### config.mk
export PLATFORM = sky130hd
export DESIGN_NAME = thfm_sqrt_cell
export DESIGN_NICKNAME = d
export VERILOG_FILES = /design/src/hw/rtl/assert_macros.svh /design/src/hw/rtl/thfm_sqrt_cell.sv
export SDC_FILE = /design/constraint.sdc
export NUM_CORES = 1
export LEC_CHECK = 0
export ABC_AREA = 0
export BUFFER_PORTS_ARGS = -buffer_cell sky130_fd_sc_hd__buf_4
export CAP_MARGIN = 0
export CORE_ASPECT_RATIO = 0.75
export CORE_UTILIZATION = 35
export CTS_CLUSTER_DIAMETER = 60
export CTS_CLUSTER_SIZE = 40
export DETAILED_ROUTE_END_ITERATION = 7
export PLACE_DENSITY = 0.55
export SETUP_SLACK_MARGIN = 0.05
export SYNTH_ARGS = -nofsm -noshare
export SYNTH_HDL_FRONTEND = slang
export SYNTH_SLANG_ARGS = --single-unit
### constraint.sdc
create_clock -name clk_i -period 3.9 [get_ports clk_i]
set_input_delay 0.585 -clock clk_i [delete_from_list [all_inputs] [get_ports clk_i]]
set_output_delay 0.585 -clock clk_i [all_outputs]
set_load 0.03 [all_outputs]
### src/hw/rtl/assert_macros.svh
// Assertion macros shared by the RTL files of the track converter.
// Depends on nothing; included by files that carry concurrent checks.
`ifndef ASSERT_MACROS_SVH
`define ASSERT_MACROS_SVH
// Checks that an implication holds at every clock edge outside reset.
`define ASSERT_IMPL(label, clk, rst_n, prop, msg) \
  label: assert property (@(posedge clk) disable iff (!rst_n) prop) else $error(msg);
// Checks that a signal stays stable from one edge to the next when enabled.
`define ASSERT_HOLD(label, clk, rst_n, en, sig, msg) \
  label: assert property (@(posedge clk) disable iff (!rst_n) en |=> $stable(sig)) \
    else $error(msg);
`endif

### src/hw/rtl/thfm_sqrt_cell.sv
// One digit-recurrence square-root cell: settles one result bit per step.
// Depends on nothing; chained by the top level to form the energy root.
`default_nettype none
module thfm_sqrt_cell #(
  parameter int unsigned Step = 0,
  parameter int unsigned SideW = 8
) (
  input  wire logic clk_i,
  input  wire logic en_i,
  input  wire logic [63:0] v_i,
  input  wire logic [63:0] r_i,
  input  wire logic [SideW-1:0] side_i,
  output logic [63:0] v_o,
  output logic [63:0] r_o,
  output logic [SideW-1:0] side_o
);
  localparam logic [63:0] Bit = 64'd1 << (62 - 2 * Step);
  logic [64:0] trial;
  always_comb trial = {1'b0, r_i} + {1'b0, Bit};
  always_ff @(posedge clk_i) begin
    if (en_i) begin
      side_o <= side_i;
      if ({1'b0, v_i} >= trial) begin
        v_o <= v_i - trial[63:0];
        r_o <= (r_i >> 1) + Bit;
      end else begin
        v_o <= v_i;
        r_o <= r_i >> 1;
      end
    end
  end
endmodule
`default_nettype wire

==> impl_metrics.tcl <==
set metrics [dict create \
    syn-instance-count 925 \
    ioPinCount 274 \
    fin_crit_ns 3.389 \
    power_density_nw_per_um2 414.2 \
    layout-drive-gt1-share 0.2907 \
    synth-edff-count 136 \
    cts_tree "done" \
    mostFrequentLayoutCell "buf_4" \
    hold_viol 0 \
    clk_pin_slew_ns 0.06 \
    synth_flop_cell "edfxtp_1" \
    rows 51 \
    timing.final.ws_setup_ns 0.5105 \
    tightestPinTransition_ns 0.7665 \
    drv_cap 0 \
    hp-class "primary input to flip-flop" \
    ys_warn_count 0 \
    dieArea_sq_um 27140 \
    slew_viol_final 0 \
    holdPathStages 1 \
    area_growth_pct 33.96 \
    status "completed" \
    cts_hold_buf 0 \
    gp_congestion 0.8820 \
    antenna_found_initial 0 \
    end_kind "flip-flop" \
    hold_end "side_o[3]" \
    rsz0062_at_grt "no" \
    crit_path_max_fanout 24 \
    worstHoldStart "side_i[3]" \
    cts_buffers 17 \
    grt_remaining_overflow 0 \
    synth_seq_cells 136 \
    start_util 0.3569 \
    post-route-period-util 0.8691 \
    synth_fp_nets 1129 \
    grt_pass1_wl_um 43610 \
    setup_violations 0 \
    dp_hpwl_um 22620 \
    io_buffers 273 \
    cts.sinks 136 \
    postRouteAntennaNets 0 \
    antennaDiodeCount 0 \
    grt_max_degree 76 \
    root_buffer "clkbuf_16" \
    peakVddDrop_uv 304.2 \
    grt_pass1_vias 7780 \
    clock.fmax_ghz 0.2950 \
    wl_per_cell_um 18.46 \
    drt_pass1_iterations 5 \
    fin_setup_tns_ns 0 \
    cts_max_level 4 \
    drt_iter0_drc 720 \
    clock_path_buffers 2 \
    drt-total-wl_um 29020 \
    fin_nets 1420 \
    die_y_um 142.9 \
    preCtsSetupSlack_ns 0.04276 \
    grt_usage 0.2103 \
    post_cts_buffers 0 \
    worstPathArrival_ns 3.57 \
    drc 0 \
    final_cell_mix "buf_4, edfxtp_1, a21oi_1, inv_1, nand2_1" \
    netlist_area_sq_um 9269 \
    vias 8249 \
    cts_resized 0 \
    die_x_um 189.9 \
    vias_per_cell 5.247 \
    avgSynthCellArea_sq_um 10.02 \
    worstSetupPathType "primary input to flip-flop" \
    cellLeakagePower_nw 5.437 \
    synth_cell_types 71 \
    design.core.area_sq_um 25970 \
    async_reset_ff_frac 0 \
    ys_seq_area_frac 0.4406 \
    required_ns 4.08 \
    relSlewSlack 0.4890 \
    cp-start-kind "primary input" \
]
==> routing by layer <==
layer  share of wire  track usage  vias to the layer above
met5               0            0                        -
met4           0.012      0.05390                        0
met3           0.086      0.05849                       26
met2            0.40       0.2891                      360
met1            0.50       0.3169                     3851
li1                -            -                     4012
==> metrics by stage <==
stage               hold slack (ns)  power (mW)  std cells  cell area (sq um)    util
floorplan                    0.6839       2.956        925               9269       -
global placement             0.7629       3.619       1541              11880  0.4575
detailed placement           0.7651       3.623       1541              11880  0.4575
CTS                          0.3054       5.183       1572              12420  0.4781
global route                 0.3004       5.379       1572              12420  0.4781
finish                       0.3223       5.143       1572              12420  0.4781
==> synth_stat cells (all sizes together), types with 5 or more instances <==
cell type | number | area share
edfxtp | 136 | 0.44
a21oi | 105 | 0.057
inv | 89 | 0.036
nand2 | 68 | 0.028
ha | 65 | 0.088
nor2 | 50 | 0.020
mux2 | 43 | 0.052
o21ai | 42 | 0.023
xnor2 | 36 | 0.034
nor3 | 29 | 0.016
a21o | 25 | 0.020
clkbuf | 25 | 0.010
o21bai | 19 | 0.015
nand4 | 16 | 0.011
nand3 | 15 | 0.0081
xor2 | 15 | 0.014
o211ai | 14 | 0.011
and3 | 13 | 0.0088
o21a | 13 | 0.011
a31oi | 9 | 0.0061
buf | 9 | 0.0081
and2 | 6 | 0.0041
a211oi | 5 | 0.0054
and4 | 5 | 0.0047
nor2b | 5 | 0.0034
or3 | 5 | 0.0034
==> how the worst max path moves through the flow <==
stage                       start       to  slack (ns)  depth (start not counted)
final                      v_i[9]  v_o[34]        0.51                         12
after detailed placement   v_i[9]  v_o[28]        0.04                         12
after floorplan           r_i[19]  v_o[54]        0.45                         13
after global routing       r_i[9]  v_o[32]        0.32                         13
after CTS                  v_i[9]  v_o[28]        0.50                         12
after global placement     v_i[9]  v_o[28]        0.15                         12
==> state kept, by name (all words and copies together) (netlist names) <==
| name | count |
|---|---|
| r_o | 64 |
| v_o | 64 |
| side_o | 8 |
==> critical path: stages <==
cell and delay, ns:
buf_4 0.11, ha_1 0.36, a21oi_1 0.23, o21ai_0 0.19, o21a_1 0.25, o311ai_2 0.40, a31o_1 0.24, a21o_1 0.21
a211oi_4 0.08, or2_2 0.38, buf_12 0.19, mux2_1 0.32
==> area by class of cell <==
cell class / instances / area, sq um
Clock buffer: 17 / 425.4
Clock inverter: 14 / 110.1
Fill cell: 2438 / 13550
Inverter: 89 / 334.1
Multi-Input combinational cell: 666 / 4682
Sequential cell: 136 / 4084
Tap cell: 344 / 430.4
Timing Repair Buffer: 306 / 2351
==> logic make-up after synthesis <==
| kind of cell | Yosys count | share of synthesized area |
|---|---|---|
| AO/OA/AOI/OAI | 272 | 0.1903 |
| XOR/XNOR | 51 | 0.04819 |
| adder cells (fa/ha/maj) | 66 | 0.08990 |
| buffers and inverters | 123 | 0.05426 |
| flip-flops | 136 | 0.4406 |
| multiplexers | 47 | 0.05656 |
| AND/OR/NAND/NOR | 230 | 0.1201 |
==> power by group <==
part	internal (mW)	leakage [nW]	switching, mW	total (mW)
combinational	0.698	3.84	1.04	1.74
sequential	1.81	1.33	0.0490	1.86
clock	0.864	0.266	0.676	1.54
Note: power is estimated with default switching activity, not from simulation.
