[src/hw/rtl/assert_macros.svh]
// Assertion macros shared by the RTL files of the track converter.
// Depends on nothing; included by files that carry concurrent checks.
`ifndef ASSERT_MACROS_SVH
`define ASSERT_MACROS_SVH
// Checks that an implication holds at every clock edge outside reset.
`define ASSERT_IMPL(label, clk, rst_n, prop, msg) \
  label: assert property (@(posedge clk) disable iff (!rst_n) prop) else $error(msg);
// Checks that a signal stays stable from one edge to the next when enabled.
`define ASSERT_HOLD(label, clk, rst_n, en, sig, msg) \
  label: assert property (@(posedge clk) disable iff (!rst_n) en |=> $stable(sig)) \
    else $error(msg);
`endif

[src/hw/rtl/thfm_pkg.sv]
// Shared types and constants of the track to four-momentum converter.
// Depends on nothing; used by the interfaces, the CORDIC cell, the top level and the testbench.
`default_nettype none
package thfm_pkg;
  localparam int unsigned TableLen = 24;
  localparam logic [31:0] FieldReset = 32'd4506596;
  localparam logic [39:0] MassReset = 40'd83665254;
  localparam logic signed [33:0] GainQ30 = 34'sd652032874;

  typedef enum logic [0:0] {
    RegFieldConstant = 1'b0,
    RegMassSquared = 1'b1
  } reg_idx_e;

  typedef struct packed {
    logic signed [31:0] curvature;
    logic signed [23:0] dip_tangent;
    logic [15:0] azimuth;
  } track_t;

  typedef struct packed {
    logic signed [31:0] mom_x;
    logic signed [31:0] mom_y;
    logic signed [31:0] mom_z;
    logic [31:0] energy;
    logic charge_negative;
    logic saturated;
  } four_mom_t;

  typedef struct packed {
    logic [0:0] index;
    logic [39:0] data;
  } cfg_t;

  function automatic logic [31:0] turn_atan(input int unsigned i);
    logic [31:0] t [TableLen];
    t = '{32'h20000000, 32'h12E4051E, 32'h09FB385B, 32'h051111D4, 32'h028B0D43,
          32'h0145D7E1, 32'h00A2F61E, 32'h00517C55, 32'h0028BE53, 32'h00145F2F,
          32'h000A2F98, 32'h000517CC, 32'h00028BE6, 32'h000145F3, 32'h0000A2FA,
          32'h0000517D, 32'h000028BE, 32'h0000145F, 32'h00000A30, 32'h00000518,
          32'h0000028C, 32'h00000146, 32'h000000A3, 32'h00000051};
    return (i < TableLen) ? t[i] : 32'd0;
  endfunction
endpackage
`default_nettype wire

[src/hw/rtl/thfm_cordic_cell.sv]
// One CORDIC rotation cell with a fixed shift and arctangent constant.
// Depends on thfm_pkg for the table; chained by the top level.
`default_nettype none
module thfm_cordic_cell #(
  parameter int unsigned Stage = 0,
  parameter int unsigned SideW = 8
) (
  input  wire logic clk_i,
  input  wire logic en_i,
  input  wire logic signed [33:0] x_i,
  input  wire logic signed [33:0] y_i,
  input  wire logic signed [33:0] z_i,
  input  wire logic [SideW-1:0] side_i,
  output logic signed [33:0] x_o,
  output logic signed [33:0] y_o,
  output logic signed [33:0] z_o,
  output logic [SideW-1:0] side_o
);
  localparam logic signed [33:0] Atan = 34'(thfm_pkg::turn_atan(Stage));
  logic signed [33:0] dx, dy;
  always_comb begin
    dx = y_i >>> Stage;
    dy = x_i >>> Stage;
  end
  always_ff @(posedge clk_i) begin
    if (en_i) begin
      side_o <= side_i;
      if (!z_i[33]) begin
        x_o <= x_i - dx;
        y_o <= y_i + dy;
        z_o <= z_i - Atan;
      end else begin
        x_o <= x_i + dx;
        y_o <= y_i - dy;
        z_o <= z_i + Atan;
      end
    end
  end
endmodule
`default_nettype wire

[config.mk]
export PLATFORM = sky130hd
export DESIGN_NAME = thfm_cordic_cell
export DESIGN_NICKNAME = d
export VERILOG_FILES = /design/src/hw/rtl/assert_macros.svh /design/src/hw/rtl/thfm_pkg.sv /design/src/hw/rtl/thfm_cordic_cell.sv
export SDC_FILE = /design/constraint.sdc
export NUM_CORES = 1
export LEC_CHECK = 0
export ABC_AREA = 1
export BUFFER_PORTS_ARGS = -buffer_cell sky130_fd_sc_hd__buf_2
export CAP_MARGIN = 20
export CORE_MARGIN = 5
export CORE_UTILIZATION = 34
export DETAILED_ROUTE_END_ITERATION = 8
export PLACE_DENSITY = 0.55
export RECOVER_POWER = 100
export SLEW_MARGIN = 20
export SYNTH_ARGS = -nofsm -noshare
export SYNTH_HDL_FRONTEND = slang
export SYNTH_SLANG_ARGS = --single-unit
[constraint.sdc]
create_clock -name clk_i -period 2.2 [get_ports clk_i]
set_clock_uncertainty 0.15 [all_clocks]
set_input_delay 0.11 -clock clk_i [delete_from_list [all_inputs] [get_ports clk_i]]
set_output_delay 0.11 -clock clk_i [all_outputs]
set_load 0.02 [all_outputs]
==> insert_results.sql <==
INSERT INTO impl_metrics (metric_group, metric, value, unit) VALUES
('place', 'io_buffers', '221', ''),
('logic_synthesis', 'synth.ff_latch_count', '109', ''),
('clock_network', 'max-clock-path-buffers', '2', ''),
('place', 'placement.cell_area', '0.0144', 'sq mm'),
('critical_path', 'crit_path_max_fanout', '3', ''),
('critical_path', 'setup.worst_path.end_class', 'register', ''),
('critical_path', 'cpMaxStageDelayCell', 'sky130_fd_sc_hd__fa_1', ''),
('layout', 'antenna-diode-count', '0', ''),
('logic_synthesis', 'synth-main-ff-cell', 'sky130_fd_sc_hd__edfxtp_1', ''),
('global_route', 'overall_overflow_remaining_after_global_route', '0', ''),
('layout', 'num-nets-final', '2270', ''),
('power_and_ir_drop', 'power_leakage', '7.43', 'nW'),
('power_and_ir_drop', 'design_power_total', '0.00791', 'W'),
('critical_path', 'critical_path_arrival', '2.04', 'ns'),
('critical_path', 'critPathMostFrequentCell', 'sky130_fd_sc_hd__nand2_1', ''),
('global_route', 'grt_max_degree', '63', ''),
('critical_path', 'critPathMaxStageDelay', '0.51', 'ns'),
('critical_path', 'path_cells', 'buf_2 > inv_1 > ha_1 > fa_1 > inv_1 > clkbuf_1 > nand2_1 > nand3_2 > nand2_1 > nand3_1 > nand2_1 > nand3_1 > nand2_1', ''),
('place', 'finalWeightedCongestion', '0.936', ''),
('floorplanning', 'initial_core_util', '0.342', ''),
('floorplanning', 'die_height', '188', 'um'),
('route', 'finalWirelength', '42100', 'um'),
('job', 'maximum_capacitance_violations', '0', ''),
('sta', 'worst_slack', '0.121', 'ns'),
('sta', 'clock.fmax', '481', 'MHz'),
('route', 'dr.pass1.iters', '5', ''),
('logic_synthesis', 'yosysSeqAreaShare', '0.305', ''),
('worst_hold_path', 'holdCritPathClass', 'primary input to register', ''),
('global_route', 'grt_first_pass_wirelength', '64500', 'um'),
('logic_synthesis', 'asyncSetResetFlopFracSynth', '0', ''),
('power_and_ir_drop', 'power-per-cell-area', '533', 'mW/mm^2'),
('logic_synthesis', 'synthDistinctLibCells', '47', ''),
('clock_network', 'h-tree-depth', '3', ''),
('sta', 'max_slew.worst_pin.slew', '0.713', 'ns'),
('clock_network', 'cts_num_sinks', '109', ''),
('sta', 'finalHoldViolCount', '0', ''),
('critical_path', 'path_delay_family', 'simple AND/OR/NAND/NOR gates', ''),
('power_and_ir_drop', 'peakVddDrop', '0.000372', 'V'),
('layout', 'final_layout_size_suffix_gt1_frac', '0.232', ''),
('logic_synthesis', 'synth-edff-count', '109', ''),
('route', 'starting_drc_count_in_detailed_routing', '847', ''),
('layout', 'finalInstanceArea', '0.0148', 'sq mm'),
('sta', 'final-max-slew-violation-count', '0', ''),
('place', 'place_ws', '-0.282', 'ns'),
('clock_network', 'tritoncts', 'yes', ''),
('worst_hold_path', 'worst_hold_path.endpoint', 'z_o[33]', ''),
('logic_synthesis', 'synth_cells', '1526', ''),
('logic_synthesis', 'ys.warnings.count', '0', ''),
('logic_synthesis', 'syn_area_per_cell', '7.03', 'sq um'),
('sta', 'post-route-period-util', '0.945', ''),
('route', 'route.detailed.vias_per_inst', '4.83', ''),
('global_route', 'globalRouteTotalUtil', '0.234', ''),
('global_route', 'number_of_antenna_violations_at_the_first_check_in_global_routing', '0', ''),
('sta', 'timing.slew.headroom', '0.524', ''),
('sta', 'min_period', '2.08', 'ns'),
('floorplanning', 'die_area', '0.0352', 'sq mm'),
('critical_path', 'timing.critical_path.required', '2.16', 'ns'),
('clock_network', 'post_cts_buffers', '0', ''),
('floorplanning', 'design.core.area', '0.0314', 'sq mm'),
('critical_path', 'startpoint_type', 'primary input', ''),
('route', 'wire_per_inst', '17.1', 'um'),
('clock_network', 'clk_pin_slew', '0.08', 'ns'),
('floorplanning', 'chipWidth', '188', 'um'),
('critical_path', 'timing.setup.critical_path_class', 'primary input to register', ''),
('global_route', 'via_count_of_the_first_global_routing_pass', '11800', ''),
('worst_hold_path', 'timing.hold.worst_path_depth', '3', ''),
('floorplanning', 'core.rowCount', '65', ''),
('route', 'remaining_drc_errors', '0', ''),
('place', 'place.detailed.hpwl', '35400', 'um'),
('outcome', 'run_status', 'complete, no violations', ''),
('critical_path', 'crit_buf_inv', '4', ''),
('floorplanning', 'ios', '222', ''),
('route', 'antenna_left', '0', ''),
('clock_network', 'cts_inserted_buffers', '9', ''),
('clock_network', 'clock-root-buffer', 'sky130_fd_sc_hd__clkbuf_16', ''),
('layout', 'flow.area_growth_from_synthesis', '38.3', '%'),
('sta', 'setup_viol', '0', ''),
('logic_synthesis', 'postSynthNetCount', '1744', ''),
('logic_synthesis', 'post_synth_instance_area', '0.0107', 'sq mm'),
('worst_hold_path', 'min-delay-start', 'z_i[32]', ''),
('route', 'num_vias', '11900', '');
-- sequential cells by signal, summed over array words and instances, names as in the netlist --
signal,cells
y_o,33
x_o,34
side_o,8
z_o,34
-- repair_timing --
| action | 4_1_cts | 5_1_grt |
|---|---|---|
| endpoints found under the hold margin | 45 | 0 |
| hold buffers | 41 | 0 |
| resized for setup | 0 | 9 |
| endpoints found under the setup margin | 0 | 10 |
-- power breakdown --
part | internal, W | switching, W | total, W | leakage (nW)
Sequential | 0.00261 | 0.0000790 | 0.00268 | 1.07
Clock | 0.000777 | 0.000878 | 0.00165 | 0.129
Combinational | 0.00138 | 0.00218 | 0.00357 | 6.23
-- tightest hold or removal path, cell delays in order --
cell                      delay, ns
sky130_fd_sc_hd__buf_2         0.08
sky130_fd_sc_hd__ha_1          0.14
sky130_fd_sc_hd__a21oi_1       0.04
-- cells in the final DEF (no fill, tap or decap), types with 4 or more instances in the layout --
master                            n
sky130_fd_sc_hd__a21o_1          12
sky130_fd_sc_hd__a21oi_1        123
sky130_fd_sc_hd__a21oi_2          6
sky130_fd_sc_hd__a31oi_1          4
sky130_fd_sc_hd__buf_2          108
sky130_fd_sc_hd__buf_4          268
sky130_fd_sc_hd__clkbuf_1       117
sky130_fd_sc_hd__clkbuf_16        9
sky130_fd_sc_hd__clkbuf_2         6
sky130_fd_sc_hd__clkbuf_4        13
sky130_fd_sc_hd__dlygate4sd3_1   41
sky130_fd_sc_hd__edfxtp_1       109
sky130_fd_sc_hd__ha_1            98
sky130_fd_sc_hd__ha_2             4
sky130_fd_sc_hd__inv_1          217
sky130_fd_sc_hd__inv_2           10
sky130_fd_sc_hd__nand2_1        404
sky130_fd_sc_hd__nand2_2          9
sky130_fd_sc_hd__nand3_1        146
sky130_fd_sc_hd__nand4_1         10
sky130_fd_sc_hd__nor2_1         124
sky130_fd_sc_hd__nor2_2           8
sky130_fd_sc_hd__nor3_1          12
sky130_fd_sc_hd__nor4_2           5
sky130_fd_sc_hd__o21ai_0         86
sky130_fd_sc_hd__o21ai_1         11
sky130_fd_sc_hd__o21ai_2          5
sky130_fd_sc_hd__o21bai_1        12
sky130_fd_sc_hd__o22ai_1          4
sky130_fd_sc_hd__o31ai_1          4
sky130_fd_sc_hd__or2_2            4
sky130_fd_sc_hd__xor2_1          27
-- cell type report --
cell class | instances | area [sq um]
multi-input cells | 1149 | 6340
clock buffers | 9 | 225
clock inverters | 6 | 48.8
fillers | 3268 | 16600
repair buffers | 556 | 3590
inverters | 227 | 852
well taps | 402 | 503
flip-flops and latches | 109 | 3270
-- cells in the mapped netlist (2+ instances only) --
cell	instances	area, sq um
sky130_fd_sc_hd__nand2_1	402	1510
sky130_fd_sc_hd__inv_1	217	815
sky130_fd_sc_hd__nand3_1	146	731
sky130_fd_sc_hd__a21oi_1	124	621
sky130_fd_sc_hd__nor2_1	124	465
sky130_fd_sc_hd__edfxtp_1	109	3270
sky130_fd_sc_hd__ha_1	102	1280
sky130_fd_sc_hd__o21ai_0	88	440
sky130_fd_sc_hd__xor2_1	27	236
sky130_fd_sc_hd__buf_4	19	143
sky130_fd_sc_hd__a21o_1	12	90.1
sky130_fd_sc_hd__buf_2	12	60.1
sky130_fd_sc_hd__nor3_1	12	60.1
sky130_fd_sc_hd__o21bai_1	12	90.1
sky130_fd_sc_hd__nand2_2	11	68.8
sky130_fd_sc_hd__nand4_1	10	62.6
sky130_fd_sc_hd__inv_2	9	33.8
sky130_fd_sc_hd__nor2_2	9	56.3
sky130_fd_sc_hd__o21ai_1	9	45.0
sky130_fd_sc_hd__clkbuf_1	6	22.5
sky130_fd_sc_hd__a21oi_2	5	43.8
sky130_fd_sc_hd__o21ai_2	5	43.8
sky130_fd_sc_hd__a31oi_1	4	25.0
sky130_fd_sc_hd__buf_6	4	45.0
sky130_fd_sc_hd__fa_1	4	80.1
sky130_fd_sc_hd__nor4_2	4	50.1
sky130_fd_sc_hd__o22ai_1	4	25.0
sky130_fd_sc_hd__o31ai_1	4	30.0
sky130_fd_sc_hd__or2_2	4	25.0
sky130_fd_sc_hd__nand3_2	3	30.0
sky130_fd_sc_hd__o211ai_1	3	22.5
sky130_fd_sc_hd__o21a_1	3	22.5
sky130_fd_sc_hd__and2_1	2	12.5
sky130_fd_sc_hd__nor4_4	2	42.5
sky130_fd_sc_hd__o211ai_2	2	25.0
sky130_fd_sc_hd__or2_1	2	12.5
-- layer usage --
layer  GRT usage  up-vias  share of wire
met1       0.323     5455           0.47
li1            -     6036              -
met2       0.385      341           0.45
met5           0        -              0
met4      0.0584        0          0.020
met3      0.0363       44          0.056
-- how the worst max path moves through the flow --
stage | startpoint | endpoint | slack, ns | cells after the start
5_1_grt | x_i[0] | x_o[24] | -0.0001 | 14
4_1_cts | y_i[0] | y_o[32] | 0.11 | 14
6_report | x_i[0] | x_o[26] | 0.12 | 13
2_1_floorplan | x_i[0] | x_o[32] | 0.21 | 12
3_5_place_dp | y_i[0] | y_o[32] | -0.28 | 14
3_3_place_gp | y_i[0] | y_o[32] | -0.30 | 14
-- cells by family (layout without fill, tap and decap cells) --
kind of cell,after synthesis,in the layout,synth area share
multiplexers,1,1,0.000933
flip-flops,109,109,0.305
buffers and inverters,268,798,0.105
AND/OR/NAND/NOR,738,738,0.297
AO/OA/AOI/OAI,276,276,0.143
XOR/XNOR,28,28,0.0229
adder cells (fa/ha/maj),106,106,0.126
-- through the flow --
stage,cells,hold WS (ns),TNS [ns],utilization
4_1_cts,2458,0.00986,0,0.479
3_5_place_dp,2402,0.138,-7.02,0.457
2_1_floorplan,1526,0.0589,0,-
3_3_place_gp,2402,0.137,-7.11,0.457
6_report,2458,0.0237,0,0.472
5_1_grt,2458,0.00104,-0.000125,0.472
Note: power is estimated with default switching activity, not from simulation.
