File: src/hw/rtl/assert_macros.svh
// Assertion macros shared by the RTL files of the track converter.
// Depends on nothing; included by files that carry concurrent checks.
`ifndef ASSERT_MACROS_SVH
`define ASSERT_MACROS_SVH
// Checks that an implication holds at every clock edge outside reset.
`define ASSERT_IMPL(label, clk, rst_n, prop, msg) \
  label: assert property (@(posedge clk) disable iff (!rst_n) prop) else $error(msg);
// Checks that a signal stays stable from one edge to the next when enabled.
`define ASSERT_HOLD(label, clk, rst_n, en, sig, msg) \
  label: assert property (@(posedge clk) disable iff (!rst_n) en |=> $stable(sig)) \
    else $error(msg);
`endif

File: src/hw/rtl/thfm_div_cell.sv
// One restoring-division cell: produces one quotient bit per pipeline step.
// Depends on nothing; chained by the top level to form the pT divider.
`default_nettype none
module thfm_div_cell #(
  parameter int unsigned NumW = 49,
  parameter int unsigned DenW = 32,
  parameter int unsigned Bit = 0,
  parameter int unsigned SideW = 8
) (
  input  wire logic clk_i,
  input  wire logic en_i,
  input  wire logic [NumW-1:0] rem_i,
  input  wire logic [DenW-1:0] den_i,
  input  wire logic [NumW-1:0] quo_i,
  input  wire logic [SideW-1:0] side_i,
  output logic [NumW-1:0] rem_o,
  output logic [DenW-1:0] den_o,
  output logic [NumW-1:0] quo_o,
  output logic [SideW-1:0] side_o
);
  logic [NumW+DenW-1:0] sub;
  logic fits;
  always_comb begin
    sub = {{DenW{1'b0}}, rem_i} >> Bit;
    fits = (sub >= {{NumW{1'b0}}, den_i});
  end
  always_ff @(posedge clk_i) begin
    if (en_i) begin
      den_o <= den_i;
      side_o <= side_i;
      if (fits) begin
        rem_o <= rem_i - NumW'({{NumW{1'b0}}, den_i} << Bit);
        quo_o <= quo_i | (NumW'(1) << Bit);
      end else begin
        rem_o <= rem_i;
        quo_o <= quo_i;
      end
    end
  end
endmodule
`default_nettype wire

File: config.mk
export PLATFORM = sky130hd
export DESIGN_NAME = thfm_div_cell
export DESIGN_NICKNAME = d
export VERILOG_FILES = /design/src/hw/rtl/assert_macros.svh /design/src/hw/rtl/thfm_div_cell.sv
export SDC_FILE = /design/constraint.sdc
export NUM_CORES = 1
export LEC_CHECK = 0
export BUFFER_PORTS_ARGS = -buffer_cell sky130_fd_sc_hd__buf_2
export CAP_MARGIN = 20
export CORE_UTILIZATION = 53
export DETAILED_ROUTE_END_ITERATION = 10
export HOLD_SLACK_MARGIN = 0.08
export PLACE_DENSITY_LB_ADDON = 0.05
export SYNTH_ARGS = -nofsm -noshare
export SYNTH_HDL_FRONTEND = slang
export SYNTH_SLANG_ARGS = --single-unit
File: constraint.sdc
create_clock -name clk_i -period 7.3 [get_ports clk_i]
set_input_delay 0.365 -clock clk_i [delete_from_list [all_inputs] [get_ports clk_i]]
set_output_delay 0.365 -clock clk_i [all_outputs]
set_load 0.05 [all_outputs]
==> impl_metrics.csv, run 1 <==
group,metric,value,unit
status,status,"finished, final reports clean",
cts,cts_htree_levels,4,
grt,gr-usage-all-layers,0.272,
timing,rsz0062_at_grt,"false",
timing,slew_viol_final,0,
cts,postCtsSetupRepairBufs,0,
power,ir_drop,0.000136,V
job,maxCapViolCount,0,
cells_and_area,syn_to_final_growth,29.9,%
hold_path,min_from,"side_i[5]",
cells_and_area,nFillCells,980,
floorplanning,die_x,117,µm
cells_and_area,finish.utilization,0.714,
logic_synthesis,async_reset_ff_frac,0,
timing,min_period_over_period,0.437,
placed_design,placedCellCount,1027,
cts,cts_resized,0,
hold_path,hp-class,"input pin to flop",
worst_setup_path,crit_slowest_cell,"a2111oi_0",
timing,timing.final.ws_setup,4110,ps
hold_path,worstHoldPathCells,1,
worst_setup_path,worst_path_largest_cell_delay,620,ps
cts,cts_root_buf,"clkbuf_16",
floorplanning,core_area,12800,µm²
floorplanning,die_h,117,µm
cts,clock_path_buffers,2,
logic_synthesis,synth_area,7030,µm²
worst_setup_path,crit_chain,"buf_2, ha_1, a21o_1, a211o_1, a32oi_1, nand2_1, a211oi_1, nor2_1, a2111oi_0, xor2_1",
cells_and_area,fin_nets,1047,
cells_and_area,multi_input_area,2630,µm²
worst_setup_path,critPathKind,"input pin to flop",
placed_design,pre_cts_ws,3760,ps
grt,grt_pass1_wl,27600,µm
detailed_routing,via_per_inst,5.44,
grt,grt_max_degree,86,
power,leakagePower,3.97,nW
logic_synthesis,ys_types,56,
cts,cts_tree,"done",
timing,min_period,3190,ps
detailed_routing,drt-wirelength-per-cell,17.4,µm
logic_synthesis,ys_warn_count,0,
detailed_routing,drt-initial-drc-count,319,
detailed_routing,drt-pass1-iter-count,4,
floorplanning,io-pin-count,278,
cells_and_area,drive_above_1_share,0.363,
cells_and_area,regArea,4140,µm²
placed_design,gp_congestion,0.875,
detailed_routing,vias,5758,
timing,hold_viol,0,
detailed_routing,drcViolationCount,0,
logic_synthesis,ys_seq_area_frac,0.590,
worst_setup_path,required,7450,ps
cts,path_clk_slew,60,ps
worst_setup_path,startpoint_type,"input pin",
worst_setup_path,end_kind,"flop",
placed_design,hpwl,14100,µm
cells_and_area,n_antenna_cell,0,
cells_and_area,stdcell_area,9130,µm²
worst_setup_path,crit_fanout,8,
logic_synthesis,synthFlopType,"edfxtp_1",
power,power,2.50,mW
detailed_routing,ant_nets,0,
logic_synthesis,syn-instance-count,601,
timing,finalSetupTns,0,ps
hold_path,holdPathEnd,"side_o[5]$_DFFE_PP_",
timing,worst_pin_slew,1040,ps
power,p_per_area,274,nW/µm²
timing,finalSetupViolCount,0,
floorplanning,rows,41,
worst_setup_path,cp.arrival,3330,ps
timing,holdWs,112,ps
logic_synthesis,synth_seq_cells,138,
logic_synthesis,synth.avg_cell_area,11.7,µm²
grt,grt-ovfl-total,0,
cts,cts.sinks,138,
floorplanning,die_area,13700,µm²
cells_and_area,final_cells,1059,
grt,antenna_found_initial,0,
logic_synthesis,synth-edff-count,138,
grt,grt_pass1_vias,5432,
timing,slew_headroom,0.307,
detailed_routing,wirelength,18500,µm
floorplanning,start_util,0.550,
timing,timing.fmax,0.314,GHz
placed_design,io_buffers,277,
cts,cts.hold.buffers_added,0,
cts,cts_buffers,17,
placed_design,placed_area,8530,µm²
logic_synthesis,synth_nets,774,
[worst max path at each step]
stage	start	to	slack [ps]
2_1_floorplan	den_i[13]	rem_o[44]$_DFFE_PP_	4420
3_3_place_gp	rem_i[13]	rem_o[44]$_DFFE_PP_	3820
3_5_place_dp	rem_i[13]	rem_o[44]$_DFFE_PP_	3760
4_1_cts	rem_i[13]	rem_o[44]$_DFFE_PP_	4190
5_1_grt	den_i[3]	rem_o[35]$_DFFE_PP_	3970
6_report	rem_i[13]	rem_o[44]$_DFFE_PP_	4110
[power breakdown]
part           switching, mW  total [mW]  internal (mW)
registers             0.0185       0.988          0.969
clock network          0.333       0.870          0.537
logic                  0.474       0.645          0.171
[state kept, by name, indices dropped and copies added, names as in the netlist]
register  cells
side_o        8
quo_o        49
den_o        32
rem_o        49
[layout by cell type (no fill, tap or decap), types with 2 or more instances in the layout]
| cell | count |
|---|---|
| a21o_1 | 16 |
| a31oi_1 | 2 |
| clkinv_1 | 2 |
| nor3_1 | 18 |
| clkinv_4 | 4 |
| inv_1 | 37 |
| nand4_1 | 16 |
| xor2_1 | 22 |
| and2_1 | 2 |
| o21ai_0 | 20 |
| ha_1 | 32 |
| o31ai_1 | 4 |
| a2111oi_0 | 2 |
| nand3_1 | 15 |
| o21ai_2 | 8 |
| o211ai_1 | 3 |
| nor2b_1 | 7 |
| xnor2_1 | 22 |
| nand2_1 | 41 |
| clkinvlp_4 | 2 |
| o41ai_1 | 2 |
| nor2_1 | 52 |
| nor4b_1 | 2 |
| or3_1 | 3 |
| clkbuf_16 | 17 |
| o21a_1 | 4 |
| a211o_1 | 4 |
| o21bai_1 | 5 |
| nand4b_1 | 2 |
| nand2b_1 | 6 |
| a21oi_1 | 55 |
| buf_2 | 276 |
| bufinv_16 | 3 |
| and3_1 | 2 |
| nor4_1 | 7 |
| edfxtp_1 | 138 |
| inv_6 | 2 |
| a211oi_1 | 6 |
[synth_stat cells, types with 2 or more instances]
| master | number | share of area |
|---|---|---|
| o211ai_1 | 3 | 0.0032 |
| ha_1 | 32 | 0.057 |
| nor3_1 | 18 | 0.013 |
| buf_6 | 3 | 0.0048 |
| o21a_1 | 4 | 0.0043 |
| o31ai_1 | 4 | 0.0043 |
| o21bai_1 | 5 | 0.0053 |
| o21ai_0 | 20 | 0.014 |
| o21ai_2 | 8 | 0.010 |
| nand4_1 | 16 | 0.014 |
| a21oi_1 | 55 | 0.039 |
| buf_2 | 3 | 0.0021 |
| nand4b_1 | 2 | 0.0025 |
| nor4b_1 | 2 | 0.0025 |
| and3_1 | 2 | 0.0018 |
| xor2_1 | 22 | 0.027 |
| or3_1 | 3 | 0.0027 |
| nand3_1 | 15 | 0.011 |
| nor4_1 | 7 | 0.0062 |
| a31oi_1 | 2 | 0.0018 |
| inv_1 | 37 | 0.020 |
| a2111oi_0 | 2 | 0.0025 |
| edfxtp_1 | 138 | 0.59 |
| nand2b_1 | 6 | 0.0053 |
| nand2_1 | 41 | 0.022 |
| and2_1 | 2 | 0.0018 |
| nor2_1 | 52 | 0.028 |
| xnor2_1 | 22 | 0.027 |
| clkbuf_1 | 18 | 0.0096 |
| nor2b_1 | 7 | 0.0062 |
| a211oi_1 | 6 | 0.0064 |
| o41ai_1 | 2 | 0.0025 |
| a211o_1 | 4 | 0.0050 |
| a21o_1 | 16 | 0.017 |
[cell type report]
cell class | count | area share
clock inverters | 14 | 0.0186
multi-input cells | 402 | 0.288
inverters | 37 | 0.0152
clock buffers | 18 | 0.0470
well taps | 172 | 0.0236
flip-flops and latches | 138 | 0.454
repair buffers | 278 | 0.153
[critical path, delay by kind of cell]
family	cells	cell delay, ps
adder cells (fa/ha/maj)	1	400
buffers and inverters	1	110
AO/OA/AOI/OAI	5	1870
AND/OR/NAND/NOR	2	470
XOR/XNOR	1	120
[metal layers]
| layer | up-vias | track usage | routed length [µm] |
|---|---|---|---|
| met5 | - | 0 | 0 |
| met4 | 0 | 0.122 | 506 |
| met1 | 2700 | 0.310 | 7110 |
| li1 | 2787 | - | - |
| met2 | 235 | 0.486 | 9610 |
| met3 | 36 | 0.0628 | 1250 |
[cell families after synthesis]
group / Yosys count / share of synthesized area
adder cells (fa/ha/maj): 33 / 0.0598
XOR/XNOR: 44 / 0.0548
AND/OR/NAND/NOR: 184 / 0.131
AO/OA/AOI/OAI: 141 / 0.129
buffers and inverters: 61 / 0.0363
flip-flops: 138 / 0.590
Power figures use the tool's default switching activity.
==> run 2: changes to the inputs <==
CORE_UTILIZATION = 44   (was 53)
clock period = 2.9 ns   (was 7.3 ns; I/O delays follow)
==> run 2 against run 1 <==
Compared with the run above:
- first-iteration DRC count shrank 18%
- sequential share of layout area is 6.8 points lower
- sequential power rose to 2.5 times the previous value
- cell count rose by 18%
- wire length rose by 14%
- critical endpoint is now rem_o[47]$_DFFE_PP_
- largest power group unchanged
- highest routed layer unchanged
==> impl_metrics.csv, run 2 (same netlist as run 1, synthesis figures left out) <==
group,metric,value,unit
floorplanning,io-pin-count,278,
detailed_routing,drt-initial-drc-count,260,
floorplanning,die_x,128,µm
cells_and_area,layout_common_cells,"buf_2, edfxtp_1, dlygate4sd3_1, a21oi_1, nor2_1",
timing,min_period,2800,ps
timing,rsz0062_at_grt,"true",
timing,min_period_over_period,0.967,
cts,path_clk_slew,70,ps
detailed_routing,drt-pass1-iter-count,7,
job,maxCapViolCount,0,
cells_and_area,finish.utilization,0.698,
grt,gr-usage-all-layers,0.255,
placed_design,hpwl,15200,µm
status,status,"finished, final reports clean",
timing,finalSetupTns,0,ps
worst_setup_path,end_kind,"flop",
cells_and_area,final_common_cell,"buf_2",
hold_path,hp-class,"input pin to flop",
power,combPwrFrac,0.287,
floorplanning,core_area,15400,µm²
grt,grt_max_degree,80,
timing,worst_pin_slew,766,ps
floorplanning,start_util,0.457,
power,p_per_area,593,nW/µm²
grt,grt-ovfl-total,0,
cts,cts_htree_levels,4,
placed_design,pre_cts_ws,-8.36,ps
power,p_seq_frac,0.391,
cts,clock_path_buffers,2,
cells_and_area,largest_registers,"quo_o (49), rem_o (49), den_o (32)",
cells_and_area,n_antenna_cell,0,
detailed_routing,drcViolationCount,0,
grt,antenna_found_initial,0,
timing,slew_headroom,0.489,
worst_setup_path,crit_fanout,5,
timing,timing.fmax,0.357,GHz
cts,cts_tree,"done",
grt,grt_pass1_vias,6228,
detailed_routing,ant_nets,0,
timing,finalSetupViolCount,0,
detailed_routing,vias,6290,
worst_setup_path,startpoint_type,"input pin",
cts,postCtsSetupRepairBufs,0,
timing,timing.final.ws_setup,95.8,ps
timing,hold_viol,0,
detailed_routing,wirelength,21100,µm
worst_setup_path,cp.arrival,2960,ps
detailed_routing,via_per_inst,5.02,
worst_setup_path,required,3050,ps
placed_design,io_buffers,277,
worst_setup_path,critPathKind,"input pin to flop",
detailed_routing,drt-wirelength-per-cell,16.9,µm
floorplanning,rows,45,
floorplanning,die_h,128,µm
cts,cts_root_buf,"clkbuf_16",
cts,cts.sinks,138,
floorplanning,die_area,16500,µm²
cells_and_area,final_cells,1252,
power,leakagePower,4.64,nW
power,ir_drop,0.000362,V
power,clkPwrFrac,0.322,
cells_and_area,fin_nets,1201,
cells_and_area,drive_above_1_share,0.358,
placed_design,gp_congestion,0.870,
cells_and_area,syn_to_final_growth,52.6,%
power,switching_share,0.349,
power,power,6.36,mW
cts,cts_buffers,17,
power,p_int,4.14,mW
power,p_sw,2.22,mW
timing,slew_viol_final,0,
grt,grt_pass1_wl,32100,µm
placed_design,placedCellCount,1100,
## run 2: power groups by stage
stage | Sequential, mW | Combinational (mW) | Clock [mW]
6_report | 2.49 | 1.82 | 2.05
3_3_place_gp | 2.52 | 1.67 | 0
2_1_floorplan | 3.24 | 0.455 | 0
3_5_place_dp | 2.53 | 1.67 | 0
5_1_grt | 2.50 | 1.93 | 2.16
4_1_cts | 2.49 | 1.81 | 2.08
## run 2: repair_timing
action,CTS,global route
resized for setup,0,17
hold buffers,120,0
setup endpoints to repair,0,40
hold endpoints to repair,120,0
## run 2: final timing paths
kind	start	endpoint	slack (ps)	depth (start not counted)
max	rem_i[10]	rem_o[47]$_DFFE_PP_	100	11
min	rem_i[11]	rem_o[11]$_DFFE_PP_	80	3
## run 2: through the flow
step / instance area, µm² / hold WS, ps
CTS: 10600 / 80.1
finish: 10700 / 83.8
detailed placement: 8880 / 323
floorplan: 7030 / 244
global route: 10700 / 86.0
global placement: 8880 / 323
## run 2: routing by layer
metal,track usage,vias to the layer above,wire (µm)
li1,-,3098,-
met1,0.307,2967,8890
met2,0.457,202,10700
met3,0.0503,23,1130
met4,0.0844,0,339
met5,0,-,0
## run 2: layout make-up
class                   instances  area, µm²
clock buffers                  17        425
well taps                     211        264
inverters                      37        139
flip-flops and latches        138       4140
multi-input cells             402       2720
fillers                      1157       4640
repair buffers                432       2910
clock inverters                15        131
## run 2: worst max-delay path: stages
cell	delay (ps)
dlygate4sd3_1	540
buf_2	140
ha_1	330
buf_4	170
nor2b_1	120
a311o_1	340
o211ai_1	390
nand3_1	190
nand4_1	160
nor4b_1	330
xor2_1	110
